===== src/sv/emsi_pkg.sv =====
package emsi_pkg;

  localparam int unsigned MAX_BODY_DEF = 4096;
  localparam logic [12:0] LIMIT_RESET  = 13'd4096;

  localparam int unsigned WIN_BYTES = 14;
  localparam int unsigned WIN_W     = 8 * WIN_BYTES;
  localparam int unsigned DAT_W     = 80;
  localparam int unsigned TAG_LEN   = 6;

  localparam logic [55:0]      SEQ_LEAD  = "**EMSI_";
  localparam logic [WIN_W-1:0] SEQ_REQ   = {SEQ_LEAD, "REQA77E"};
  localparam logic [WIN_W-1:0] SEQ_ACK   = {SEQ_LEAD, "ACKA490"};
  localparam logic [WIN_W-1:0] SEQ_NAK   = {SEQ_LEAD, "NAKEEC3"};
  localparam logic [DAT_W-1:0] SEQ_DAT   = {SEQ_LEAD, "DAT"};
  localparam logic [63:0]      CRC_SEED_STR = SEQ_DAT[63:0];

  localparam logic [15:0] CRC_POLY = 16'h1021;

  typedef enum logic [2:0] {
    EV_NONE    = 3'd0,
    EV_REQ     = 3'd1,
    EV_ACK     = 3'd2,
    EV_NAK     = 3'd3,
    EV_GOOD    = 3'd4,
    EV_BAD_LEN = 3'd5,
    EV_BAD_CRC = 3'd6,
    EV_BAD_TAG = 3'd7
  } event_t;

  typedef enum logic [3:0] {
    PH_SEARCH = 4'b0001,
    PH_LENGTH = 4'b0010,
    PH_BODY   = 4'b0100,
    PH_CRC    = 4'b1000
  } phase_t;

  typedef struct packed {
    event_t      event_res;
    logic        data_valid;
    logic [7:0]  data_byte;
    logic [11:0] data_index;
  } result_t;

  function automatic logic [15:0] crc_byte(input logic [15:0] crc, input logic [7:0] b);
    logic [15:0] c;
    c = crc ^ {b, 8'h00};
    for (int k = 0; k < 8; k++) begin
      if (c[15]) begin
        c = {c[14:0], 1'b0} ^ CRC_POLY;
      end else begin
        c = {c[14:0], 1'b0};
      end
    end
    return c;
  endfunction

  function automatic logic [15:0] crc_seed();
    logic [15:0] c;
    c = 16'h0000;
    for (int k = 7; k >= 0; k--) begin
      c = crc_byte(c, CRC_SEED_STR[8*k +: 8]);
    end
    return c;
  endfunction

  localparam logic [15:0] CRC_INIT = crc_seed();

  // bit 4 set marks a non-hex character
  function automatic logic [4:0] hex_value(input logic [7:0] c);
    logic [4:0] v;
    if (c >= "0" && c <= "9") begin
      v = 5'(c - "0");
    end else if (c >= "A" && c <= "F") begin
      v = 5'(c - "A" + 8'd10);
    end else if (c >= "a" && c <= "f") begin
      v = 5'(c - "a" + 8'd10);
    end else begin
      v = 5'd16;
    end
    return v;
  endfunction

  function automatic logic [7:0] tag_byte(input logic [2:0] idx);
    logic [7:0] t;
    case (idx)
      3'd0:    t = "{";
      3'd1:    t = "E";
      3'd2:    t = "M";
      3'd3:    t = "S";
      3'd4:    t = "I";
      3'd5:    t = "}";
      default: t = 8'h00;
    endcase
    return t;
  endfunction

endpackage


===== src/sv/emsi_core.sv =====
module emsi_core #(
  parameter int unsigned MAX_BODY = emsi_pkg::MAX_BODY_DEF
) (
  input  logic                clk,
  input  logic                rst_n,
  input  logic                step,
  input  logic [7:0]          rx_byte,
  input  logic [12:0]         length_limit,
  output emsi_pkg::result_t   res
);

  localparam logic [15:0] MaxBodyW = 16'(MAX_BODY);

  emsi_pkg::phase_t                   phase_r, phase_nxt;
  logic [emsi_pkg::WIN_W-1:0]         win_r, win_nxt, win_new;
  logic [15:0]                        body_len_r, body_len_nxt, len_new;
  logic [12:0]                        taken_r, taken_nxt;
  logic [15:0]                        crc_r, crc_nxt;
  logic [15:0]                        rx_crc_r, rx_crc_nxt, rx_new;
  logic [1:0]                         digit_r, digit_nxt;
  logic                               tag_ok_r, tag_ok_nxt;
  logic                               spoiled_r, spoiled_nxt;
  logic [4:0]                         hv;
  logic [3:0]                         dv4;
  logic [15:0]                        lim;

  assign lim = ({3'b000, length_limit} < MaxBodyW) ? {3'b000, length_limit} : MaxBodyW;
  assign hv  = emsi_pkg::hex_value(rx_byte);

  always_comb begin
    phase_nxt    = phase_r;
    win_nxt      = win_r;
    body_len_nxt = body_len_r;
    taken_nxt    = taken_r;
    crc_nxt      = crc_r;
    rx_crc_nxt   = rx_crc_r;
    digit_nxt    = digit_r;
    tag_ok_nxt   = tag_ok_r;
    spoiled_nxt  = spoiled_r;
    win_new      = {win_r[emsi_pkg::WIN_W-9:0], rx_byte};
    len_new      = {body_len_r[11:0], hv[3:0]};
    dv4          = hv[4] ? 4'h0 : hv[3:0];
    rx_new       = {rx_crc_r[11:0], dv4};
    res          = '0;
    res.event_res = emsi_pkg::EV_NONE;
    case (phase_r)
      emsi_pkg::PH_SEARCH: begin
        if (rx_byte != 8'h00) begin
          win_nxt = win_new;
          if (win_new == emsi_pkg::SEQ_REQ) begin
            res.event_res = emsi_pkg::EV_REQ;
          end else if (win_new == emsi_pkg::SEQ_ACK) begin
            res.event_res = emsi_pkg::EV_ACK;
          end else if (win_new == emsi_pkg::SEQ_NAK) begin
            res.event_res = emsi_pkg::EV_NAK;
          end else if (win_new[emsi_pkg::DAT_W-1:0] == emsi_pkg::SEQ_DAT) begin
            win_nxt      = '0;
            crc_nxt      = emsi_pkg::CRC_INIT;
            phase_nxt    = emsi_pkg::PH_LENGTH;
            body_len_nxt = '0;
            taken_nxt    = '0;
            rx_crc_nxt   = '0;
            digit_nxt    = '0;
            tag_ok_nxt   = 1'b1;
            spoiled_nxt  = 1'b0;
          end
        end
      end
      emsi_pkg::PH_LENGTH: begin
        if (rx_byte != 8'h00) begin
          if (hv[4]) begin
            res.event_res = emsi_pkg::EV_BAD_LEN;
            phase_nxt     = emsi_pkg::PH_SEARCH;
          end else begin
            crc_nxt      = emsi_pkg::crc_byte(crc_r, rx_byte);
            body_len_nxt = len_new;
            digit_nxt    = digit_r + 2'd1;
            if (digit_r == 2'd3) begin
              if (len_new == 16'd0 || len_new > lim) begin
                res.event_res = emsi_pkg::EV_BAD_LEN;
                phase_nxt     = emsi_pkg::PH_SEARCH;
              end else begin
                phase_nxt = emsi_pkg::PH_BODY;
              end
            end
          end
        end
      end
      emsi_pkg::PH_BODY: begin
        res.data_valid = 1'b1;
        res.data_byte  = rx_byte;
        res.data_index = taken_r[11:0];
        if (rx_byte == 8'h00) begin
          spoiled_nxt = 1'b1;
        end
        if (taken_r < 13'(emsi_pkg::TAG_LEN) && rx_byte != emsi_pkg::tag_byte(taken_r[2:0])) begin
          tag_ok_nxt = 1'b0;
        end
        crc_nxt   = emsi_pkg::crc_byte(crc_r, rx_byte);
        taken_nxt = taken_r + 13'd1;
        if ({3'b000, taken_nxt} >= body_len_r) begin
          if (body_len_r < 16'(emsi_pkg::TAG_LEN)) begin
            tag_ok_nxt = 1'b0;
          end
          phase_nxt  = emsi_pkg::PH_CRC;
          digit_nxt  = '0;
          rx_crc_nxt = '0;
        end
      end
      emsi_pkg::PH_CRC: begin
        if (rx_byte != 8'h00) begin
          if (hv[4]) begin
            spoiled_nxt = 1'b1;
          end
          rx_crc_nxt = rx_new;
          digit_nxt  = digit_r + 2'd1;
          if (digit_r == 2'd3) begin
            if (spoiled_nxt || rx_new != crc_r) begin
              res.event_res = emsi_pkg::EV_BAD_CRC;
            end else if (!tag_ok_r) begin
              res.event_res = emsi_pkg::EV_BAD_TAG;
            end else begin
              res.event_res = emsi_pkg::EV_GOOD;
            end
            phase_nxt = emsi_pkg::PH_SEARCH;
          end
        end
      end
      default: begin
        phase_nxt = emsi_pkg::PH_SEARCH;
      end
    endcase
  end

  always_ff @(posedge clk) begin
    if (!rst_n) begin
      phase_r    <= emsi_pkg::PH_SEARCH;
      win_r      <= '0;
      body_len_r <= '0;
      taken_r    <= '0;
      crc_r      <= '0;
      rx_crc_r   <= '0;
      digit_r    <= '0;
      tag_ok_r   <= 1'b1;
      spoiled_r  <= 1'b0;
    end else if (step) begin
      phase_r    <= phase_nxt;
      win_r      <= win_nxt;
      body_len_r <= body_len_nxt;
      taken_r    <= taken_nxt;
      crc_r      <= crc_nxt;
      rx_crc_r   <= rx_crc_nxt;
      digit_r    <= digit_nxt;
      tag_ok_r   <= tag_ok_nxt;
      spoiled_r  <= spoiled_nxt;
    end
  end

endmodule


===== src/sv/emsi_frame_receiver.sv =====
// Channel  Direction  Handshake          Payload
// in_      input      in_valid/in_stall   in_rx_byte
// out_     output     out_valid/out_stall out_event_res, out_data_valid, out_data_byte,
//                                         out_data_index
// cfg_     input      cfg_valid/cfg_ready cfg_length_limit
//
// One beat per cycle sustained while out_stall is low; each byte gives one result, which
// passes the input register, then the frame state logic, into the result register.
// rst_n is synchronous, active low, and clears the frame state and the valid flags of both register stages.
// A held result stalls the input register only; one more byte is taken while it waits, if the input register is empty.
// cfg_ready is always high.
module emsi_frame_receiver #(
  parameter int unsigned MAX_BODY = emsi_pkg::MAX_BODY_DEF
) (
  input  logic        clk,
  input  logic        rst_n,
  input  logic        in_valid,
  output logic        in_stall,
  input  logic [7:0]  in_rx_byte,
  output logic        out_valid,
  input  logic        out_stall,
  output logic [2:0]  out_event_res,
  output logic        out_data_valid,
  output logic [7:0]  out_data_byte,
  output logic [11:0] out_data_index,
  input  logic        cfg_valid,
  output logic        cfg_ready,
  input  logic [12:0] cfg_length_limit
);

  logic              in_vld_r;
  logic [7:0]        in_byte_r;
  logic              out_vld_r;
  emsi_pkg::result_t out_r;
  emsi_pkg::result_t res;
  logic [12:0]       limit_r;
  logic              out_blocked;
  logic              advance;
  logic              in_accept;

  assign cfg_ready   = 1'b1;
  assign out_blocked = out_vld_r && out_stall;
  assign advance     = in_vld_r && !out_blocked;
  assign in_stall    = in_vld_r && out_blocked;
  assign in_accept   = in_valid && !in_stall;

  always_ff @(posedge clk) begin
    if (!rst_n) begin
      limit_r <= emsi_pkg::LIMIT_RESET;
    end else if (cfg_valid && cfg_ready) begin
      limit_r <= cfg_length_limit;
    end
  end

  always_ff @(posedge clk) begin
    if (!rst_n) begin
      in_vld_r <= 1'b0;
    end else if (in_accept) begin
      in_vld_r <= 1'b1;
    end else if (advance) begin
      in_vld_r <= 1'b0;
    end
  end

  always_ff @(posedge clk) begin
    if (in_accept) begin
      in_byte_r <= in_rx_byte;
    end
  end

  emsi_core #(
    .MAX_BODY(MAX_BODY)
  ) u_core (
    .clk          (clk),
    .rst_n        (rst_n),
    .step         (advance),
    .rx_byte      (in_byte_r),
    .length_limit (limit_r),
    .res          (res)
  );

  always_ff @(posedge clk) begin
    if (!rst_n) begin
      out_vld_r <= 1'b0;
    end else if (advance) begin
      out_vld_r <= 1'b1;
    end else if (!out_stall) begin
      out_vld_r <= 1'b0;
    end
  end

  always_ff @(posedge clk) begin
    if (advance) begin
      out_r <= res;
    end
  end

  assign out_valid      = out_vld_r;
  assign out_event_res  = out_r.event_res;
  assign out_data_valid = out_r.data_valid;
  assign out_data_byte  = out_r.data_byte;
  assign out_data_index = out_r.data_index;

  a_body_no_event: assert property (@(posedge clk) disable iff (!rst_n)
    (out_vld_r && out_r.data_valid) |-> (out_r.event_res == emsi_pkg::EV_NONE))
    else $error("body beat carries an event");

  a_idle_fields_zero: assert property (@(posedge clk) disable iff (!rst_n)
    (out_vld_r && !out_r.data_valid) |-> (out_r.data_byte == 8'h00 && out_r.data_index == 12'h000))
    else $error("non-body beat carries data");

  a_stall_needs_item: assert property (@(posedge clk) disable iff (!rst_n)
    in_stall |-> (in_vld_r && out_vld_r))
    else $error("input stalled with nothing held");

  a_advance_fills_out: assert property (@(posedge clk) disable iff (!rst_n)
    advance |=> out_vld_r)
    else $error("result lost on advance");

endmodule

===== config.mk =====
export PLATFORM = sky130hd
export DESIGN_NAME = emsi_frame_receiver
export DESIGN_NICKNAME = d
export VERILOG_FILES = /design/src/sv/emsi_pkg.sv /design/src/sv/emsi_core.sv /design/src/sv/emsi_frame_receiver.sv
export SDC_FILE = /design/constraint.sdc
export NUM_CORES = 1
export LEC_CHECK = 0
export BUFFER_PORTS_ARGS = -buffer_cell sky130_fd_sc_hd__buf_2
export CAP_MARGIN = 5
export CORE_MARGIN = 2
export CORE_UTILIZATION = 46
export DETAILED_ROUTE_END_ITERATION = 10
export GPL_ROUTABILITY_DRIVEN = 1
export PLACE_DENSITY_LB_ADDON = 0.05
export SLEW_MARGIN = 20
export SYNTH_ARGS = -nofsm -noshare
export SYNTH_HDL_FRONTEND = slang
export SYNTH_SLANG_ARGS = --single-unit

===== constraint.sdc =====
create_clock -name clk -period 4.49 [get_ports clk]
set_input_delay 0.6735 -clock clk [delete_from_list [all_inputs] [get_ports clk]]
set_output_delay 0.6735 -clock clk [all_outputs]
set_load 0.1 [all_outputs]

==> results of run 1 <==
## layout by cell type, fill, tap and decap left out, drive strengths merged, types with 5 or more instances in the layout
master | synthesis | final
nor3b | 9 | 9
nand3 | 43 | 43
a311oi | 6 | 6
a211oi | 5 | 5
a31oi | 6 | 6
nand4b | 5 | 5
o21ai | 16 | 16
buf | 22 | 67
or4 | 7 | 7
nor2 | 119 | 119
nor4 | 13 | 13
a22oi | 59 | 59
a21oi | 74 | 74
or3 | 6 | 6
and2 | 20 | 20
inv | 25 | 25
dfxtp | 184 | 184
nand4 | 25 | 25
a22o | 16 | 16
clkinv | 0 | 8
o221a | 5 | 5
nor4b | 8 | 8
nor3 | 16 | 16
ha | 36 | 36
nor2b | 9 | 9
nand2 | 165 | 165
a21o | 7 | 7
o211ai | 8 | 8
xor2 | 26 | 26
edfxtp | 32 | 32
clkbuf | 55 | 32
nor4bb | 6 | 6
xnor2 | 28 | 28
and3 | 8 | 8
mux2i | 26 | 26
## final cells by class
class	instances	area [um^2]	share of cell area [%]
multi-input cells	831	5210	45.3
flip-flops and latches	216	4640	40.4
repair buffers	67	375	3.26
clock inverters	12	116	1.01
clock buffers	32	713	6.20
well taps	280	350	3.05
inverters	25	96.3	0.838
## synth_stat cells, types with 14 or more instances
| cell type | n |
|---|---|
| a22oi_1 | 59 |
| nand3_1 | 43 |
| and2_1 | 20 |
| mux2i_1 | 26 |
| dfxtp_1 | 184 |
| edfxtp_1 | 32 |
| nand4_1 | 25 |
| inv_1 | 25 |
| nor3_1 | 16 |
| o21ai_0 | 14 |
| clkbuf_1 | 55 |
| a21oi_1 | 73 |
| xnor2_1 | 28 |
| a22o_1 | 16 |
| nor2_1 | 119 |
| xor2_1 | 26 |
| nand2_1 | 165 |
| ha_1 | 36 |
## logic make-up (layout without fill, tap and decap cells)
| kind of cell | after synthesis | count (layout) | synth area share [%] |
|---|---|---|---|
| AND/OR/NAND/NOR | 479 | 479 | 23.0 |
| AO/OA/AOI/OAI | 235 | 235 | 15.9 |
| flip-flops | 216 | 216 | 45.3 |
| buffers and inverters | 102 | 136 | 4.18 |
| XOR/XNOR | 54 | 54 | 4.61 |
| adder cells (fa/ha/maj) | 36 | 36 | 4.40 |
| multiplexers | 26 | 26 | 2.54 |
| other | 1 | 1 | 0.0366 |
## flip-flops by register name (all words and copies together), names as in the netlist
name and flops:
out_data_byte 8, out_data_index 12, u_core.taken_r 13, out_event_res 3
u_core.crc_r 16, u_core.phase_r 4, u_core.tag_ok_r 1, u_core.digit_r 2
limit_r 13, in_vld_r 1, u_core.spoiled_r 1, out_valid 1
in_byte_r 8, out_data_valid 1, u_core.win_r 104, u_core.body_len_r 16
u_core.rx_crc_r 12
## worst max-delay path, delay by kind of cell, from the launching register on
family / cells / cell delay [ns]
AND/OR/NAND/NOR: 6 / 1.25
adder cells (fa/ha/maj): 2 / 0.51
buffers and inverters: 1 / 0.16
AO/OA/AOI/OAI: 5 / 1.29
flip-flops: 1 / 0.38
## metal layers
layer	vias to the layer above	wire length (um)	share of wire, %
li1	4163	-	-
met1	4019	12900	49
met2	142	12000	45
met3	41	956	3.6
met4	0	542	2.1
met5	-	0	0
## worst paths after layout
kind	start	end	cells past startpoint
hold / removal	in_rx_byte[3]	in_byte_r[3]	1
setup / recovery	in_byte_r[0]	out_event_res[0]	14
hold reg to reg	u_core.win_r[23]	u_core.win_r[31]	2
setup reg to reg	in_byte_r[0]	out_event_res[0]	14
## per-stage QoR
step	util, %	setup WS [ns]	cell area (um^2)
floorplan	-	0.929	10200
global placement	48.9	0.840	10700
detailed placement	48.9	0.757	10700
CTS	52.7	0.773	11500
global route	52.7	0.350	11500
finish	52.7	0.768	11500
## report_power, final
part / total [mW] / switching [mW] / internal, mW / leakage [nW]
logic: 0.295 / 0.226 / 0.0693 / 2.20
registers: 2.01 / 0.0203 / 1.99 / 1.79
clock network: 2.03 / 0.803 / 1.23 / 0.407
total: 4.34 / 1.05 / 3.29 / 4.39
==> impl_metrics.ini, run 1 <==
[status]
status = finished clean

[route]
wl_mm = 26.4
wire_per_inst_um = 18.0
via_per_inst = 5.72
ant_nets = 0
post-route-drc-count = 0
dr.first_iter.drc_count = 446
vias = 8365
drt_first_pass_iters = 5

[global_route]
use_met3_pct = 2.58
gr-usage-all-layers_pct = 22.1
use_met2_pct = 34.9
grt_start_max_net_pins = 64
met1_usage_pct = 32.2
grt_overflow_total = 0
top_usage_layer = met2
antenna_found_initial = 0
first_global_vias = 7901
grt_pass1_wl_mm = 42.9

[clock_tree]
cts_buffer_depth = 3
clock-sinks = 216
clk_latency_ns = 0.52
cts_root_buf = clkbuf_16
post_cts_buffers = 0
path_clk_slew_ns = 0.07
htreeDepth = 1
numCtsBuffers = 24
postCtsResizedCells = 0
hold_buffers = 0
cts_tree = yes

[timing]
setup_viol = 0
whs_ns = 0.334
fin_tns_setup_ns = 0
worst_slew_pin_slew_ns = 0.867
clock.fmax_mhz = 269
hold_violations = 0
skew_ns = 0.0145
slew_headroom_pct = 42.1
timing.final.crit_share_pct = 82.9
rsz0062_at_grt = no
finalMaxSlewViolations = 0
min_period_ns = 3.72

[floorplan]
die_y_um = 153
initial_utilization_pct = 47.0
die_w_um = 153
die_area_um2 = 23500
coreArea_um2 = 21800
rows = 54
ios = 53

[worst_setup_path]
path_cells = inv_1, ha_1, or3b_1, o211ai_1, nor3_1, or2_2, ha_1, and3_1, o21ai_0, a21oi_1, nor2_1, o311ai_0, o221ai_1, nand3_1
path_max_fanout = 5
critPathKind = reg -> reg
critPathCaptureType = flop
crit_path_frequent_cell = ha_1
worst_path_max_delay_cell = o311ai_0
arrival_ns = 4.11
critical_path_required_ns = 4.88
start_kind = flop
r2r_setup_slack_ns = 0.77
slowest_delay_ns = 0.56

[logic_synthesis]
synth_area_leader_cell = dfxtp_1
async_flop_share_pct = 0
synth_flop_cell = dfxtp_1
ys.warnings.count = 0
synth_edf_count = 32
netlist_area_um2 = 10200
seq_area_frac_synth_pct = 45.3
synth.distinct_cells = 74
synth_top_cell_area_share_pct = 35.9
syn_inst = 1149
syn_area_per_cell_um2 = 8.92
ys_ff_latch = 216
synth_nets = 1211
synth_area_leaders = dfxtp_1 36%, edfxtp_1 9.4%, nand2_1 6.0%

[cells_and_area]
finalNetCount = 1227
n_fill_cell = 2093
syn_to_final_growth_pct = 12.2
final_layout_size_suffix_gt1_share_pct = 11.5
diodes = 0
layoutNonFillerInstCount = 1463

[place]
gp_congestion = 0.891
port_buffers = 51
dp_cells = 1419
dp_hpwl_mm = 18.1

[min_path]
hp-class = in -> reg

[job]
maxCapViolations = 0

[pwr]
power_mw = 4.34
leakagePower_nw = 4.39
vdd_ir_drop_max_mv = 0.217
power.density_nw_per_um2 = 377
Note: power is estimated with default switching activity, not from simulation.
==> run 2: changes to the inputs <==
==> constraint.sdc (replaced) <==
create_clock -name clk -period 3.2 [get_ports clk]
set_input_delay 0.48 -clock clk [delete_from_list [all_inputs] [get_ports clk]]
set_output_delay 0.48 -clock clk [all_outputs]
set_load 0.1 [all_outputs]
==> impl_metrics.ini, run 2 (synthesis gave the netlist of run 1 again) <==
[timing]
slew_headroom_pct = 46.3
clock.fmax_mhz = 317
rsz0062_at_grt = yes
finalMaxSlewViolations = 0
min_period_ns = 3.15
worst_slew_pin_slew_ns = 0.804
timing.final.crit_share_pct = 98.6
skew_ns = 0.0102
hold_violations = 0
setup_viol = 0

[global_route]
first_global_vias = 8079
grt_overflow_total = 0
antenna_found_initial = 0
grt_pass1_wl_mm = 43.9
gr-usage-all-layers_pct = 22.7
grt_start_max_net_pins = 105

[clock_tree]
path_clk_slew_ns = 0.06
htreeDepth = 1
numCtsBuffers = 25
clk_latency_ns = 0.53
cts_buffer_depth = 3
clock-sinks = 216
cts_tree = yes
cts_root_buf = clkbuf_16

[min_path]
hold_end = in_byte_r[7]
min_path_cells = 1
hp-class = in -> reg
hp-start = in_rx_byte[7]

[job]
maxCapViolations = 0

[pwr]
power_frac_comb_pct = 7.3
internal-power_mw = 4.70
power.density_nw_per_um2 = 515
clkPwrFrac_pct = 47.2
p_seq_share_pct = 45.4
power_mw = 6.20
vdd_ir_drop_max_mv = 0.390
leakagePower_nw = 4.67
p_sw_mw = 1.50
swShare_pct = 24.2

[place]
port_buffers = 51
gp_congestion = 0.836
dp_hpwl_mm = 18.5
dp_cells = 1457

[worst_setup_path]
start_kind = flop
critical_path_required_ns = 3.66
slowest_delay_ns = 0.44
startpoint = in_byte_r[0]
r2r_cells = 14
r2r-start = in_byte_r[0]
path_max_fanout = 6
critPathCaptureType = flop
critPathKind = reg -> reg
rr_endpoint = u_core.phase_r[2]
arrival_ns = 3.61
r2r_setup_slack_ns = 0.05
worst_path_max_delay_cell = edfxtp_1
path_cells = inv_4, ha_4, or3b_4, o211a_4, a21oi_4, nor2_2, ha_1, a21o_1, a211oi_2, a21oi_1, nor2_1, o311ai_2, or4_1, mux2i_1

[cells_and_area]
diodes = 0
layoutNonFillerInstCount = 1512
largestRegisters = u_core.win_r: 104 flops, u_core.body_len_r: 16 flops, u_core.crc_r: 16 flops
top_register = u_core.win_r
final_layout_size_suffix_gt1_share_pct = 16.7
layout_commonest_cell = dfxtp_1
largest_register_ffs = 104
final_cell_mix = 180 x dfxtp_1, 165 x nand2_1, 116 x nor2_1
syn_to_final_growth_pct = 17.5
finalNetCount = 1276

[route]
vias = 8529
wl_mm = 27.1
dr.first_iter.drc_count = 570
post-route-drc-count = 0
wire_per_inst_um = 17.9
drt_first_pass_iters = 5
ant_nets = 0
via_per_inst = 5.64

[floorplan]
die_y_um = 153
coreArea_um2 = 21800
initial_utilization_pct = 47.0
ios = 53
die_w_um = 153
rows = 54
die_area_um2 = 23500

[status]
status = finished clean
[run 2: cell count changes in the layout (fill, tap and decap cells not counted), sizes merged]
cell	change
clkbuf	+3
buf	+48
clkinvlp	-1
inv	+2
clkinv	-3
[run 2: power groups by stage]
stage               clock (mW)  sequential, mW  combinational [mW]
floorplan                    0            2.97               0.234
global route              3.10            2.82               0.493
detailed placement           0            2.88               0.448
finish                    2.93            2.82               0.456
CTS                       3.00            2.82               0.451
global placement             0            2.88               0.448
[run 2: worst max-delay path by stage]
stage	to	slack [ns]	cells after the start
6_report	u_core.phase_r[2]	0.05	14
5_1_grt	u_core.phase_r[2]	-0.1	14
4_1_cts	u_core.phase_r[2]	0.006	14
3_5_place_dp	out_event_res[0]	-0.02	14
3_3_place_gp	out_event_res[0]	0.04	14
2_1_floorplan	u_core.phase_r[2]	0.002	15
[run 2: critical path: cells and delay by family, from the launching register on]
kind / cells / cell delay [ns]
compound gates: 6 / 1.01
simple gates: 4 / 0.98
flops: 1 / 0.44
fa+ha+maj: 2 / 0.44
mux: 1 / 0.13
buf+inv: 1 / 0.09
[run 2: area by class of cell]
cell class | instances | area (um^2)
clock buffers | 35 | 746
clock inverters | 10 | 115
fillers | 2060 | 9780
inverters | 25 | 98.8
multi-input cells | 831 | 5310
flip-flops and latches | 216 | 4650
well taps | 280 | 350
repair buffers | 115 | 777
[run 2: stage by stage]
| stage | util, % | hold WS [ns] | setup WS [ns] | TNS [ns] | area, um^2 |
|---|---|---|---|---|---|
| after CTS | 54.6 | 0.112 | 0.00591 | 0 | 11900 |
| final | 55.2 | 0.130 | 0.0458 | 0 | 12000 |
| after detailed placement | 50.6 | 0.461 | -0.0208 | -0.0431 | 11000 |
| after global placement | 50.6 | 0.459 | 0.0426 | 0 | 11000 |
| after global routing | 55.2 | 0.116 | -0.0985 | -0.330 | 12000 |
| after floorplan | - | 0.444 | 0.00198 | 0 | 10300 |
[run 2: timing repair]
item,CTS,global route
setup buffers,2,8
hold buffers,0,0
setup endpoints to repair,3,43
hold endpoints to repair,0,0
resized for setup,0,17
pin swaps,2,6
[run 2: per-layer routing]
layer  part of all wire (%)  GRT usage, %
met2                     44          35.0
met5                      0             0
met3                    4.6          3.57
met4                    2.0          5.20
met1                     49          33.4
==> run 3: changes to the inputs <==
--- a/config.mk
+++ b/config.mk
@@ -8,7 +8,8 @@
 export BUFFER_PORTS_ARGS = -buffer_cell sky130_fd_sc_hd__buf_2
 export CAP_MARGIN = 5
 export CORE_MARGIN = 2
-export CORE_UTILIZATION = 46
+export CORE_UTILIZATION = 55
+export CTS_CLUSTER_DIAMETER = 120
 export DETAILED_ROUTE_END_ITERATION = 10
 export GPL_ROUTABILITY_DRIVEN = 1
 export PLACE_DENSITY_LB_ADDON = 0.05
==> impl_metrics.ini, run 3 (synthesis gave the netlist of run 1 again) <==
[status]
status = complete, but fails checks
violations = setup timing

[cells_and_area]
largestRegisters = u_core.win_r: 104 flops, u_core.body_len_r: 16 flops, u_core.crc_r: 16 flops
diodes = 0
top_register = u_core.win_r
largest_register_ffs = 104
post-route-util_pct = 65.5
layoutNonFillerInstCount = 1455
layout_commonest_cell = dfxtp_1
multiInputGateArea_um2 = 5330
regArea_um2 = 4650
n_fill_cell = 1578
final_cell_mix = 181 x dfxtp_1, 165 x nand2_1, 115 x nor2_1
syn_to_final_growth_pct = 16.1
final_layout_size_suffix_gt1_share_pct = 16.1
finalNetCount = 1272

[worst_setup_path]
critical_path_required_ns = 3.64
worst_path_max_delay_cell = or4_1
start_kind = flop
path_max_fanout = 12
critPathKind = reg -> reg
slowest_delay_ns = 0.48
path_cells = buf_4, ha_1, o21bai_1, a21oi_2, and2_1, or2_4, ha_1, a21o_1, a211oi_2, a21oi_2, nor2_2, o311ai_4, or4_1, mux2i_1
arrival_ns = 3.77
critPathCaptureType = flop
r2r_cells = 14

[timing]
rsz0062_at_grt = yes
clock.fmax_mhz = 300
hold_violations = 0
worst_slew_pin_slew_ns = 0.714
skew_ns = 0.0111
min_period_ns = 3.34
timing.final.crit_share_pct = 104
slew_headroom_pct = 52.4
setup_viol = 1
fin_ws_ns = -0.136
whs_ns = 0.147
finalMaxSlewViolations = 0

[pwr]
vdd_ir_drop_max_mv = 0.364
power.density_nw_per_um2 = 502
leakagePower_nw = 4.62

[global_route]
gr-usage-all-layers_pct = 25.8
first_global_vias = 8129
grt_overflow_total = 0
antenna_found_initial = 0
grt_pass1_wl_mm = 42.1
grt_start_max_net_pins = 87

[route]
ant_nets = 0
via_per_inst = 5.91
wire_per_inst_um = 17.4
drt_first_pass_iters = 5
dr.first_iter.drc_count = 609
wl_mm = 25.4
post-route-drc-count = 0
vias = 8599

[clock_tree]
clock-sinks = 216
cts_buffer_depth = 3
hold_buffers = 0
path_clk_slew_ns = 0.06
htreeDepth = 1
cts_root_buf = clkbuf_16
numCtsBuffers = 24
clk_latency_ns = 0.51
cts_tree = yes

[place]
port_buffers = 51
gp_congestion = 0.914
dp_hpwl_mm = 17.3
dp_cells = 1409

[floorplan]
coreArea_um2 = 18100
die_w_um = 141
die_y_um = 141
initial_utilization_pct = 56.5
die_area_um2 = 19700
rows = 49
ios = 53

[job]
maxCapViolations = 0

[min_path]
hp-class = in -> reg
min_path_cells = 1
[run 3: cell count changes in the layout (fill, tap and decap cells not counted), sizes merged]
cell / change
buf: -3
clkinv: -1
clkinvlp: -1
inv: -1
[run 3: cell type report]
| type | instances | area share, % |
|---|---|---|
| well taps | 229 | 2.41 |
| inverters | 25 | 0.831 |
| multi-input cells | 831 | 44.8 |
| clock buffers | 35 | 5.74 |
| clock inverters | 7 | 0.726 |
| repair buffers | 112 | 6.42 |
| flip-flops and latches | 216 | 39.1 |
[run 3: worst paths after layout]
path	slack, ns	start	end
setup / recovery	-0.14	in_byte_r[0]	u_core.phase_r[2]
hold / removal	0.15	in_rx_byte[5]	in_byte_r[5]
setup reg to reg	-0.14	in_byte_r[0]	u_core.phase_r[2]
hold reg to reg	0.47	u_core.win_r[15]	u_core.win_r[23]
[run 3: routing by layer]
layer,GRT usage (%),vias to the layer above,share of wire (%)
met5,0,-,0
met1,37.8,4114,48
li1,-,4249,-
met4,6.11,0,1.5
met2,40.9,202,46
met3,3.01,34,4.4
[run 3: stage by stage]
step / instance area, um^2 / setup TNS [ns] / setup WS [ns] / power (mW)
floorplan: 10300 / 0 / 0.00198 / 3.20
global placement: 11000 / 0 / 0.0769 / 3.32
detailed placement: 11000 / -0.0211 / -0.0211 / 3.32
CTS: 11800 / 0 / 0.00115 / 6.01
global route: 11900 / -2.97 / -0.260 / 6.16
finish: 11900 / -0.136 / -0.136 / 5.97
[run 3: where the power goes]
part           internal [mW]  total (mW)  switching (mW)
registers               2.79        2.81          0.0233
clock network           1.64        2.69            1.05
logic                  0.126       0.462           0.336
[run 3: what timing repair did]
item,4_1_cts,5_1_grt
buffers inserted,0,4
gates cloned,0,0
endpoints found under the setup margin,2,19
pin swaps,2,14
resized for setup,0,18
[run 3: worst max-delay path: cells and delay by family, from the launching register on]
kind                     cells  cell delay (ns)
flip-flops                   1             0.43
buffers and inverters        1             0.21
multiplexers                 1             0.14
AO/OA/AOI/OAI                6             0.99
AND/OR/NAND/NOR              4             1.08
adder cells (fa/ha/maj)      2             0.41
